==> config.mk <==
export PLATFORM = sky130hd
export DESIGN_NAME = csv_record_tokenizer
export DESIGN_NICKNAME = d
export VERILOG_FILES = /design/src/hdl/csvtok_pkg.sv /design/src/hdl/csvtok_parse.sv /design/src/hdl/csvtok_rsp_buf.sv /design/src/hdl/csv_record_tokenizer.sv
export SDC_FILE = /design/constraint.sdc
export NUM_CORES = 1
export LEC_CHECK = 0
export BUFFER_PORTS_ARGS = -buffer_cell sky130_fd_sc_hd__buf_2
export CAP_MARGIN = 0
export CORE_ASPECT_RATIO = 1.5
export CORE_MARGIN = 5
export CORE_UTILIZATION = 40
export DETAILED_ROUTE_END_ITERATION = 10
export GPL_TIMING_DRIVEN = 1
export PLACE_DENSITY = 0.64
export RECOVER_POWER = 50
export SYNTH_ARGS = -nofsm -noshare
export SYNTH_HDL_FRONTEND = slang
export SYNTH_SLANG_ARGS = --single-unit
==> constraint.sdc <==
create_clock -name clock -period 8.1 [get_ports clock]
set_clock_uncertainty 0.2 [all_clocks]
set_input_delay 1.215 -clock clock [delete_from_list [all_inputs] [get_ports clock]]
set_output_delay 1.215 -clock clock [all_outputs]
set_load 0.005 [all_outputs]
==> src/hdl/csvtok_pkg.sv <==
// csvtok_pkg: shared types, constants and helpers for the csv record tokenizer
// used by csvtok_parse, csvtok_rsp_buf and csv_record_tokenizer; no dependencies

package csvtok_pkg;

   localparam int LINE_WIDTH        = 32;
   localparam int FIELD_INDEX_WIDTH = 8;
   localparam int BYTE_WIDTH        = 8;

   // result tdata: data_byte, field_index, record_line, error_code, zero fill
   localparam int RSP_BITS       = BYTE_WIDTH + FIELD_INDEX_WIDTH + LINE_WIDTH + 2;
   localparam int RSP_DATA_WIDTH = ((RSP_BITS + 7) / 8) * 8;
   localparam int RSP_PAD_WIDTH  = RSP_DATA_WIDTH - RSP_BITS;

   localparam logic [BYTE_WIDTH-1:0] CH_QUOTE = 8'h22;
   localparam logic [BYTE_WIDTH-1:0] CH_COMMA = 8'h2C;
   localparam logic [BYTE_WIDTH-1:0] CH_LF    = 8'h0A;
   localparam logic [BYTE_WIDTH-1:0] CH_CR    = 8'h0D;
   localparam logic [BYTE_WIDTH-1:0] CH_SPACE = 8'h20;
   localparam logic [BYTE_WIDTH-1:0] CH_TAB   = 8'h09;

   localparam logic [LINE_WIDTH-1:0]        LINE_MAX  = {LINE_WIDTH{1'b1}};
   localparam logic [FIELD_INDEX_WIDTH-1:0] FIELD_MAX = {FIELD_INDEX_WIDTH{1'b1}};
   localparam logic [LINE_WIDTH-1:0]        LINE_ONE  = {{(LINE_WIDTH-1){1'b0}}, 1'b1};
   localparam logic [FIELD_INDEX_WIDTH-1:0] FIELD_ONE =
      {{(FIELD_INDEX_WIDTH-1){1'b0}}, 1'b1};

   typedef enum logic [1:0] {
      MODE_PLAIN  = 2'd0,
      MODE_QUOTED = 2'd1,
      MODE_QPEND  = 2'd2,
      MODE_CLOSED = 2'd3
   } mode_type;

   typedef enum logic [1:0] {
      KIND_BYTE   = 2'd0,
      KIND_FIELD  = 2'd1,
      KIND_RECORD = 2'd2,
      KIND_ERROR  = 2'd3
   } kind_type;

   typedef enum logic [1:0] {
      ERR_NONE       = 2'd0,
      ERR_QUOTE_POS  = 2'd1,
      ERR_AFTER_QUOT = 2'd2,
      ERR_UNCLOSED   = 2'd3
   } err_type;

   typedef struct packed {
      mode_type                     mode;
      logic                         swallow_lf;
      logic                         field_nonempty;
      logic                         record_started;
      logic                         halted;
      logic [LINE_WIDTH-1:0]        current_line;
      logic [LINE_WIDTH-1:0]        start_line;
      logic [FIELD_INDEX_WIDTH-1:0] field_counter;
   } parse_state_type;

   localparam parse_state_type STATE_RESET = '{
      mode:           MODE_PLAIN,
      swallow_lf:     1'b0,
      field_nonempty: 1'b0,
      record_started: 1'b0,
      halted:         1'b0,
      current_line:   LINE_ONE,
      start_line:     LINE_ONE,
      field_counter:  '0
   };

   typedef struct packed {
      logic                  end_of_input;
      logic [BYTE_WIDTH-1:0] in_byte;
   } req_item_type;

   typedef struct packed {
      kind_type                     token_kind;
      logic [BYTE_WIDTH-1:0]        data_byte;
      logic [FIELD_INDEX_WIDTH-1:0] field_index;
      logic [LINE_WIDTH-1:0]        record_line;
      err_type                      error_code;
   } token_type;

   function automatic logic [LINE_WIDTH-1:0] line_bump(input logic [LINE_WIDTH-1:0] line);
      return (line == LINE_MAX) ? line : line + LINE_ONE;
   endfunction

endpackage

==> src/hdl/csvtok_parse.sv <==
// csvtok_parse: parser state registers and the combinational tokenizer step
// depends on csvtok_pkg

module csvtok_parse (
   input  logic                     clock,
   input  logic                     reset,
   input  logic                     step,      // item in the input register is consumed
   input  csvtok_pkg::req_item_type item,
   output logic                     tok_valid,
   output csvtok_pkg::token_type    tok
);

   csvtok_pkg::parse_state_type st_ff;
   csvtok_pkg::parse_state_type st_in;
   csvtok_pkg::parse_state_type nxt;
   logic                        emit;
   logic [csvtok_pkg::BYTE_WIDTH-1:0] c;
   logic                        is_lf;
   logic                        is_cr;
   logic                        is_quote;
   logic                        closed;
   logic [csvtok_pkg::LINE_WIDTH-1:0] line_next;

   assign c         = item.in_byte;
   assign is_lf     = (c == csvtok_pkg::CH_LF);
   assign is_cr     = (c == csvtok_pkg::CH_CR);
   assign is_quote  = (c == csvtok_pkg::CH_QUOTE);
   assign line_next = csvtok_pkg::line_bump(st_ff.current_line);

   always_comb begin
      nxt              = st_ff;
      emit             = 1'b0;
      closed           = (st_ff.mode == csvtok_pkg::MODE_CLOSED);
      tok.token_kind   = csvtok_pkg::KIND_BYTE;
      tok.data_byte    = '0;
      tok.field_index  = st_ff.field_counter;
      tok.record_line  = st_ff.start_line;
      tok.error_code   = csvtok_pkg::ERR_NONE;

      priority if (item.end_of_input) begin
         if (!st_ff.halted) begin
            if (st_ff.mode == csvtok_pkg::MODE_QUOTED) begin
               emit           = 1'b1;
               tok.token_kind = csvtok_pkg::KIND_ERROR;
               tok.error_code = csvtok_pkg::ERR_UNCLOSED;
            end else if (st_ff.record_started) begin
               emit           = 1'b1;
               tok.token_kind = csvtok_pkg::KIND_RECORD;
            end
         end
         nxt = csvtok_pkg::STATE_RESET;
      end else if (st_ff.halted) begin
         nxt = st_ff;
      end else if (st_ff.swallow_lf && is_lf) begin
         // lf right after a cr record end
         nxt.swallow_lf = 1'b0;
      end else begin
         nxt.swallow_lf     = 1'b0;
         nxt.record_started = 1'b1;
         priority if (st_ff.mode == csvtok_pkg::MODE_QUOTED) begin
            if (is_quote) begin
               nxt.mode = csvtok_pkg::MODE_QPEND;
            end else begin
               if (is_lf) begin
                  nxt.current_line = line_next;
               end
               emit          = 1'b1;
               tok.data_byte = c;
            end
         end else if (st_ff.mode == csvtok_pkg::MODE_QPEND && is_quote) begin
            // doubled quote gives one quote byte
            nxt.mode      = csvtok_pkg::MODE_QUOTED;
            emit          = 1'b1;
            tok.data_byte = c;
         end else begin
            if (st_ff.mode == csvtok_pkg::MODE_QPEND) begin
               closed   = 1'b1;
               nxt.mode = csvtok_pkg::MODE_CLOSED;
            end
            priority if (c == csvtok_pkg::CH_COMMA) begin
               emit               = 1'b1;
               tok.token_kind     = csvtok_pkg::KIND_FIELD;
               nxt.mode           = csvtok_pkg::MODE_PLAIN;
               nxt.field_nonempty = 1'b0;
               if (st_ff.field_counter != csvtok_pkg::FIELD_MAX) begin
                  nxt.field_counter = st_ff.field_counter + csvtok_pkg::FIELD_ONE;
               end
            end else if (is_lf || is_cr) begin
               emit               = 1'b1;
               tok.token_kind     = csvtok_pkg::KIND_RECORD;
               nxt.current_line   = line_next;
               nxt.start_line     = line_next;
               nxt.field_counter  = '0;
               nxt.mode           = csvtok_pkg::MODE_PLAIN;
               nxt.field_nonempty = 1'b0;
               nxt.record_started = 1'b0;
               nxt.swallow_lf     = is_cr;
            end else if (closed) begin
               if (c != csvtok_pkg::CH_SPACE && c != csvtok_pkg::CH_TAB) begin
                  emit           = 1'b1;
                  nxt.halted     = 1'b1;
                  tok.token_kind = csvtok_pkg::KIND_ERROR;
                  tok.error_code = csvtok_pkg::ERR_AFTER_QUOT;
               end
            end else if (is_quote) begin
               if (st_ff.field_nonempty) begin
                  emit           = 1'b1;
                  nxt.halted     = 1'b1;
                  tok.token_kind = csvtok_pkg::KIND_ERROR;
                  tok.error_code = csvtok_pkg::ERR_QUOTE_POS;
               end else begin
                  nxt.mode = csvtok_pkg::MODE_QUOTED;
               end
            end else begin
               nxt.field_nonempty = 1'b1;
               emit               = 1'b1;
               tok.data_byte      = c;
            end
         end
      end
   end

   assign tok_valid = step && emit;
   assign st_in     = step ? nxt : st_ff;

   always_ff @(posedge clock) begin
      if (reset) begin
         st_ff <= csvtok_pkg::STATE_RESET;
      end else begin
         st_ff <= st_in;
      end
   end

endmodule

==> src/hdl/csvtok_rsp_buf.sv <==
// csvtok_rsp_buf: two-entry result register with skid slot for the token stream
// depends on csvtok_pkg

module csvtok_rsp_buf (
   input  logic                  clock,
   input  logic                  reset,
   input  logic                  push,
   input  csvtok_pkg::token_type push_tok,
   output logic                  full,
   output logic                  out_valid,
   input  logic                  out_ready,
   output csvtok_pkg::token_type out_tok
);

   logic                  head_valid_ff;
   logic                  head_valid_in;
   logic                  skid_valid_ff;
   logic                  skid_valid_in;
   csvtok_pkg::token_type head_ff;
   csvtok_pkg::token_type head_in;
   csvtok_pkg::token_type skid_ff;
   csvtok_pkg::token_type skid_in;
   logic                  pop;

   assign pop       = head_valid_ff && out_ready;
   assign full      = skid_valid_ff;
   assign out_valid = head_valid_ff;
   assign out_tok   = head_ff;

   // push is never raised while the skid slot holds a word
   always_comb begin
      head_valid_in = head_valid_ff;
      skid_valid_in = skid_valid_ff;
      head_in       = head_ff;
      skid_in       = skid_ff;
      priority if (pop && skid_valid_ff) begin
         head_in       = skid_ff;
         skid_valid_in = 1'b0;
      end else if (pop) begin
         head_in       = push_tok;
         head_valid_in = push;
      end else if (push && !head_valid_ff) begin
         head_in       = push_tok;
         head_valid_in = 1'b1;
      end else if (push) begin
         skid_in       = push_tok;
         skid_valid_in = 1'b1;
      end else begin
         head_in = head_ff;
      end
   end

   always_ff @(posedge clock) begin
      if (reset) begin
         head_valid_ff <= 1'b0;
         skid_valid_ff <= 1'b0;
      end else begin
         head_valid_ff <= head_valid_in;
         skid_valid_ff <= skid_valid_in;
      end
   end

   always_ff @(posedge clock) begin
      head_ff <= head_in;
      skid_ff <= skid_in;
   end

endmodule

==> src/hdl/csv_record_tokenizer.sv <==
// csv_record_tokenizer: top level of the streaming csv tokenizer
// depends on csvtok_pkg, csvtok_parse and csvtok_rsp_buf
//
// channel  dir  ports                        word
// req      in   req_tvalid/tready/tdata/tlast one raw byte, tlast = end of input
// rsp      out  rsp_tvalid/tready/tdata/tuser one token, tuser = token kind
//
// one word per cycle sustained while the result buffer has room: a word waits in the input register,
// then the parser step updates its state and writes the token into the result register
// a token passes through the input register and then the result register before it is valid
// reset is synchronous and returns the parser to its start state (line 1, field 0)
// under rsp stall the two-entry result buffer fills, then req_tready drops;
// req_tready comes from registers only

module csv_record_tokenizer (
   input  logic                                  clock,
   input  logic                                  reset,
   input  logic                                  req_tvalid,
   output logic                                  req_tready,
   input  logic [7:0]                            req_tdata,  // in_byte
   input  logic                                  req_tlast,  // end_of_input
   output logic                                  rsp_tvalid,
   input  logic                                  rsp_tready,
   // data_byte, field_index, record_line, error_code, zero fill
   output logic [csvtok_pkg::RSP_DATA_WIDTH-1:0] rsp_tdata,
   output logic [1:0]                            rsp_tuser   // token_kind
);

   logic                     in_valid_ff;
   logic                     in_valid_in;
   csvtok_pkg::req_item_type in_item_ff;
   csvtok_pkg::req_item_type in_item_in;
   logic                     step;
   logic                     buf_full;
   logic                     tok_valid;
   csvtok_pkg::token_type    tok;
   csvtok_pkg::token_type    out_tok;
   logic                     req_take;

   assign step       = in_valid_ff && !buf_full;
   assign req_tready = !in_valid_ff || step;
   assign req_take   = req_tvalid && req_tready;

   always_comb begin
      in_valid_in = in_valid_ff;
      in_item_in  = in_item_ff;
      if (req_take) begin
         in_valid_in          = 1'b1;
         in_item_in.in_byte      = req_tdata;
         in_item_in.end_of_input = req_tlast;
      end else if (step) begin
         in_valid_in = 1'b0;
      end
   end

   always_ff @(posedge clock) begin
      if (reset) begin
         in_valid_ff <= 1'b0;
      end else begin
         in_valid_ff <= in_valid_in;
      end
   end

   always_ff @(posedge clock) begin
      in_item_ff <= in_item_in;
   end

   csvtok_parse u_parse (
      .clock     (clock),
      .reset     (reset),
      .step      (step),
      .item      (in_item_ff),
      .tok_valid (tok_valid),
      .tok       (tok)
   );

   csvtok_rsp_buf u_rsp_buf (
      .clock     (clock),
      .reset     (reset),
      .push      (tok_valid),
      .push_tok  (tok),
      .full      (buf_full),
      .out_valid (rsp_tvalid),
      .out_ready (rsp_tready),
      .out_tok   (out_tok)
   );

   assign rsp_tuser = out_tok.token_kind;
   assign rsp_tdata = {{csvtok_pkg::RSP_PAD_WIDTH{1'b0}}, out_tok.error_code,
                       out_tok.record_line, out_tok.field_index, out_tok.data_byte};

endmodule

# Word level (Yosys, flattened, before mapping)
# Index checks and enable logic that the tools add are counted.
[classes]
n_eq_ne = 24
n_mux = 97
n_reduce_logical = 31
bitwise_logic = 3
n_addsub = 2
[ops]
columns = ["op", "n"]
rows = [
  ["52-bit 2-to-1 mux", 3],
  ["78-bit 2-to-1 mux", 2],
  ["32-bit 2-to-1 mux", 4],
  ["76-bit 2-to-1 mux", 1],
  ["75-bit 2-to-1 mux", 1],
  ["72-bit 2-to-1 mux", 1],
  ["8-bit 2-to-1 mux", 9],
  ["2-bit 2-to-1 mux", 34],
  ["66-bit 2-to-1 mux", 1],
  ["40-bit 2-to-1 mux", 1],
  ["1-bit 2-to-1 mux", 37],
  ["32-bit by 1-bit adder with 32-bit output, second input constant", 1],
  ["32-bit equality test, second input constant", 1],
  ["7-bit AND reduction", 3],
  ["10-bit 2-to-1 mux", 2],
  ["8-bit by 4-bit equality test with 1-bit output, second input constant", 2],
  ["8-bit by 6-bit equality test with 1-bit output, second input constant", 2],
  ["3-bit by 2-bit inequality test with 1-bit output, second input constant", 4],
  ["2-bit inequality test, second input constant", 5],
  ["1-bit logical AND", 9],
  ["3-bit nonzero test", 3],
  ["8-bit by 1-bit adder with 8-bit output, second input constant", 1],
  ["4-bit inequality test, second input constant", 2],
  ["8-bit by 4-bit inequality test with 1-bit output, second input constant", 1],
  ["other kinds (15)", 27],
]
[totals]
elab_cells = 180
register_bits = 194

# Longest topological paths before layout
[depth]
depth_word = 20
mapped_depth = 10
depth_no_buf = 7

# Modules after synthesis
# From an unflattened synthesis, not the netlist that was laid out.
[hier_totals]
cells_unflattened = 763
hier_area_um2 = 8983.6
[modules_own_cells]
columns = ["module", "area_each_um2", "n_inst", "cells_per_inst"]
rows = [
  ["csvtok_parse", 4720.8, 1, 569],
  ["csvtok_rsp_buf", 3896.2, 1, 172],
  ["csv_record_tokenizer", 366.6, 1, 22],
]

# Worst setup path before layout
# Ideal clock, no wire load.
[synth_timing]
kind = "register -> register"
startpoint = "register in_item_ff[8] in the netlist's numbering"
endpoint = "register u_rsp_buf.skid_ff[0] in the netlist's numbering (enable)"
slack_ns = 2.209
arrival_time_ns = 5.153
required_time_ns = 7.362
synth_period_minus_slack_ns = 5.891
stages_incl_launch_ff = 7
cell_sequence = "edfxtp_1 -> buf_2 -> nor2_1 -> nand2_1 -> o21ai_0 -> nand2_1 -> nor3b_1"
[synth_between]
elab_chain_len = 5
[synth_rtl]
columns = ["item", "line", "source"]
rows = [
  ["start, declared", "csv_record_tokenizer.sv:31", "csvtok_pkg::req_item_type in_item_ff;"],
  ["start signal, assigned", "csv_record_tokenizer.sv:65", "in_item_ff <= in_item_in;"],
  ["1-bit 2-to-1 mux (*)", "csvtok_parse.sv:40", "priority if (item.end_of_input) begin"],
  ["1-bit logical AND (*)", "csvtok_parse.sv:123", "assign tok_valid = step && emit;"],
  ["1-bit logical AND", "csvtok_rsp_buf.sv:42", "end else if (push && !head_valid_ff) begin"],
  ["1-bit NOT (no line)", "n/a", ""],
  ["4-bit AND reduction (no line) (*)", "n/a", ""],
  ["end signal, assigned", "csvtok_rsp_buf.sv:65", "skid_ff <= skid_in;"],
  ["end, declared", "csvtok_rsp_buf.sv:21", "csvtok_pkg::token_type skid_ff;"],
]
# Mark *: on every way between the ends. The rest lies on a longest branch, timed or not.
# A chain may end at the register's enable or synchronous reset.

==> out/summary.txt <==
met2 usage = 27.8%
Yosys top cell area share = 38.6%
FFs w/ async S/R, synth = 0%
hold_buf cts = 0
HPWL Detailed = 12700 um
synthesized cell area = 8780 um2
CP endpoint kind = flip-flop
Final nets = 914
I/O Buffers = 66
sequential cell area = 5010 um2
Comb power frac = 3.7%
CTS tree = yes
grt total ovfl = 0
Final Hold Vio Count = 0
Pleak = 0.00343 uW
CTS root buf = clkbuf_16
WHS Endpoint = u_rsp_buf.skid_ff[28]
max-slew violations = 132
FF-to-FF Start = in_item_ff[4]
Routed Antenna Nets = 0
Hold Crit Start = u_parse.tok[28]
vias in the first global route = 6202
clock sink total = 194
Seq/Total Area, Yosys = 57.1%
Setup crit start kind = primary input
TritonRoute pass-1 iters = 5
met1 GRT Util = 17.7%
sequential power share = 54.3%
worst-margin pin slew = 3660 ps
WL per Instance = 16.0 um
setup TNS = 0 ps
Post-Syn Instances = 858
number of setup buffers added after CTS = 0
R2R setup slack = 4300 ps
initial detailed-routing violation count = 469
final count of negative-setup-slack endpoints = 0
# DRC = 0
all-layer global routing usage = 15.4%
Routability Congestion = 0.875
via count = 6372
htree depth = 4
min Tclk post-route = 4270 ps
clock share of power = 42.0%
# resized after CTS = 0
number of antenna violations at the first check in global routing = 0
Die W = 131 um
Max FO, Critical Path = 85
GRT Max-Usage Layer = met2
largest net degree at the start of global routing = 86
CTS clk-pin slew, worst paths = 70 ps
# diodes = 0
total power draw = 1960 uW
top_reg_cell synth = edfxtp_1
failing checks = capacitance limit, slew limit
met3 Use GR = 2.68%
die area = 25100 um2
commonest cells after routing, fill and taps aside = 169 x nand2_1, 113 x edfxtp_1, 81 x dfxtp_1, 59 x a21oi_1, 58 x nor2_1
drt total wl = 19000 um
Core Area = 21600 um2
Syn Area/Cell = 10.2 um2
Area growth syn-to-layout = 11.4%
Die H = 191 um
RSZ-0062 raised after global routing = false
pwr dens = 200 nW/um2
Yosys top cell by area = edfxtp_1
Fill cells = 2103
WP data required = 8080 ps
arrival time at the worst endpoint = 4250 ps
Final Cycle Share = 52.7%
sw power = 451 uW
worst r2r path cells = 7
commonest non-fill, non-tap cell in the layout = nand2_1
worst setup slack after placement = 4510 ps
max cap viols = 2
first-pass GRT wire length = 30900 um
setup slack after layout = 3830 ps
number of warnings issued by yosys = 0
Hold Path Class = reg2reg
ranking of synthesized cells by area = edfxtp_1 39%, dfxtp_1 18%, nand2_1 7.2%
clock buffer count from CTS = 17
post-synth cell types = 74
Sw Ratio = 23.0%
internal power = 1510 uW
Rows = 66
r2r endpoint = u_parse.st_ff[63]
Worst Hold Depth = 0
WS Path Type = in2reg
initial core utilization = 40.6%
VDD IR max = 149 uV
clock buffer depth = 2
share of layout cells above drive strength 1 = 11.0%
vias per cell = 5.38
number of synthesized register bits = 194
EDFF count, synth = 113
multi-input combinational cell area = 3470 um2
status = complete, but fails checks
clk_lat worst skew = 440 ps
Rel. slew slack = -144%
IO Pins = 73
Fmax = 0.234 GHz
==> worst max path at each step <==
stage             startpoint                     to  slack [ps]  cells past startpoint
3_5_place_dp   in_item_ff[8]  u_rsp_buf.out_tok[15]        4510                      6
3_3_place_gp   in_item_ff[8]  u_rsp_buf.out_tok[14]        4630                      6
5_1_grt                reset      u_parse.st_ff[67]        3510                      4
2_1_floorplan  in_item_ff[8]   u_rsp_buf.skid_ff[0]        2210                      6
6_report               reset      u_parse.st_ff[65]        3830                      4
4_1_cts        in_item_ff[8]  u_rsp_buf.out_tok[28]        4500                      6
==> area by class of cell <==
class,instances,area share (%)
clock buffer,17,4.35
clock inverter,15,1.47
timing repair buffer,75,3.53
inverter,11,0.422
sequential,194,51.3
tap,272,3.48
multi-input combinational,600,35.5
==> critical path, stage by stage <==
cell	delay, ps
buf_2	80
clkbuf_1	2550
nand3b_1	290
o31ai_1	80
==> per-stage QoR <==
step / instance area, um2 / hold WS (ps) / instances / utilization, %
6_report: 9780 / 274 / 1184 / 45.2
5_1_grt: 9780 / 288 / 1184 / 45.2
4_1_cts: 9840 / 274 / 1184 / 45.5
3_5_place_dp: 9270 / 252 / 1152 / 42.9
3_3_place_gp: 9270 / 247 / 1152 / 42.9
2_1_floorplan: 8800 / 221 / 863 / -
==> power by group through the flow <==
| stage | clock [uW] | sequential, uW | combinational (uW) |
|---|---|---|---|
| 2_1_floorplan | 0 | 1090 | 51.5 |
| 3_3_place_gp | 0 | 1090 | 74.8 |
| 3_5_place_dp | 0 | 1090 | 75.5 |
| 4_1_cts | 841 | 1060 | 75.6 |
| 5_1_grt | 882 | 1070 | 80.4 |
| 6_report | 822 | 1060 | 72.2 |
==> registers in the layout, summed over array words and instances, names as in the netlist <==
name                 cells
u_parse.st_ff           38
u_rsp_buf.out_tok       52
u_rsp_buf.out_valid      1
in_valid_ff              1
u_rsp_buf.full           1
in_item_ff               9
u_parse.tok             40
u_rsp_buf.skid_ff       52
==> synthesized netlist by cell type (all sizes together), types with 9 or more instances <==
library cell    n
nand4b         12
xor2           14
inv            11
nand4          17
nor3           19
nand3          32
clkbuf         33
and3            9
buf            25
dfxtp          81
nor2           58
a21oi          59
edfxtp        113
and2           14
o21ai          38
nand2         169
a22oi          26
mux2           12
==> cell families after synthesis <==
group                    Yosys count  synth area share [%]
AND/OR/NAND/NOR                  385                  22.3
other                              1                0.0427
XOR/XNOR                          22                  2.19
adder cells (fa/ha/maj)            2                 0.285
AO/OA/AOI/OAI                    170                  12.3
buffers and inverters             69                  3.86
flip-flops                       194                  57.1
multiplexers                      15                  1.88
==> routing by layer <==
layer	wire length [um]	up-vias	share of wire, %
met5	0	-	0
met4	501	0	2.6
met3	575	30	3.0
met2	10200	119	54
met1	7690	3028	41
li1	-	3195	-
(Power assumes the default switching activity.)
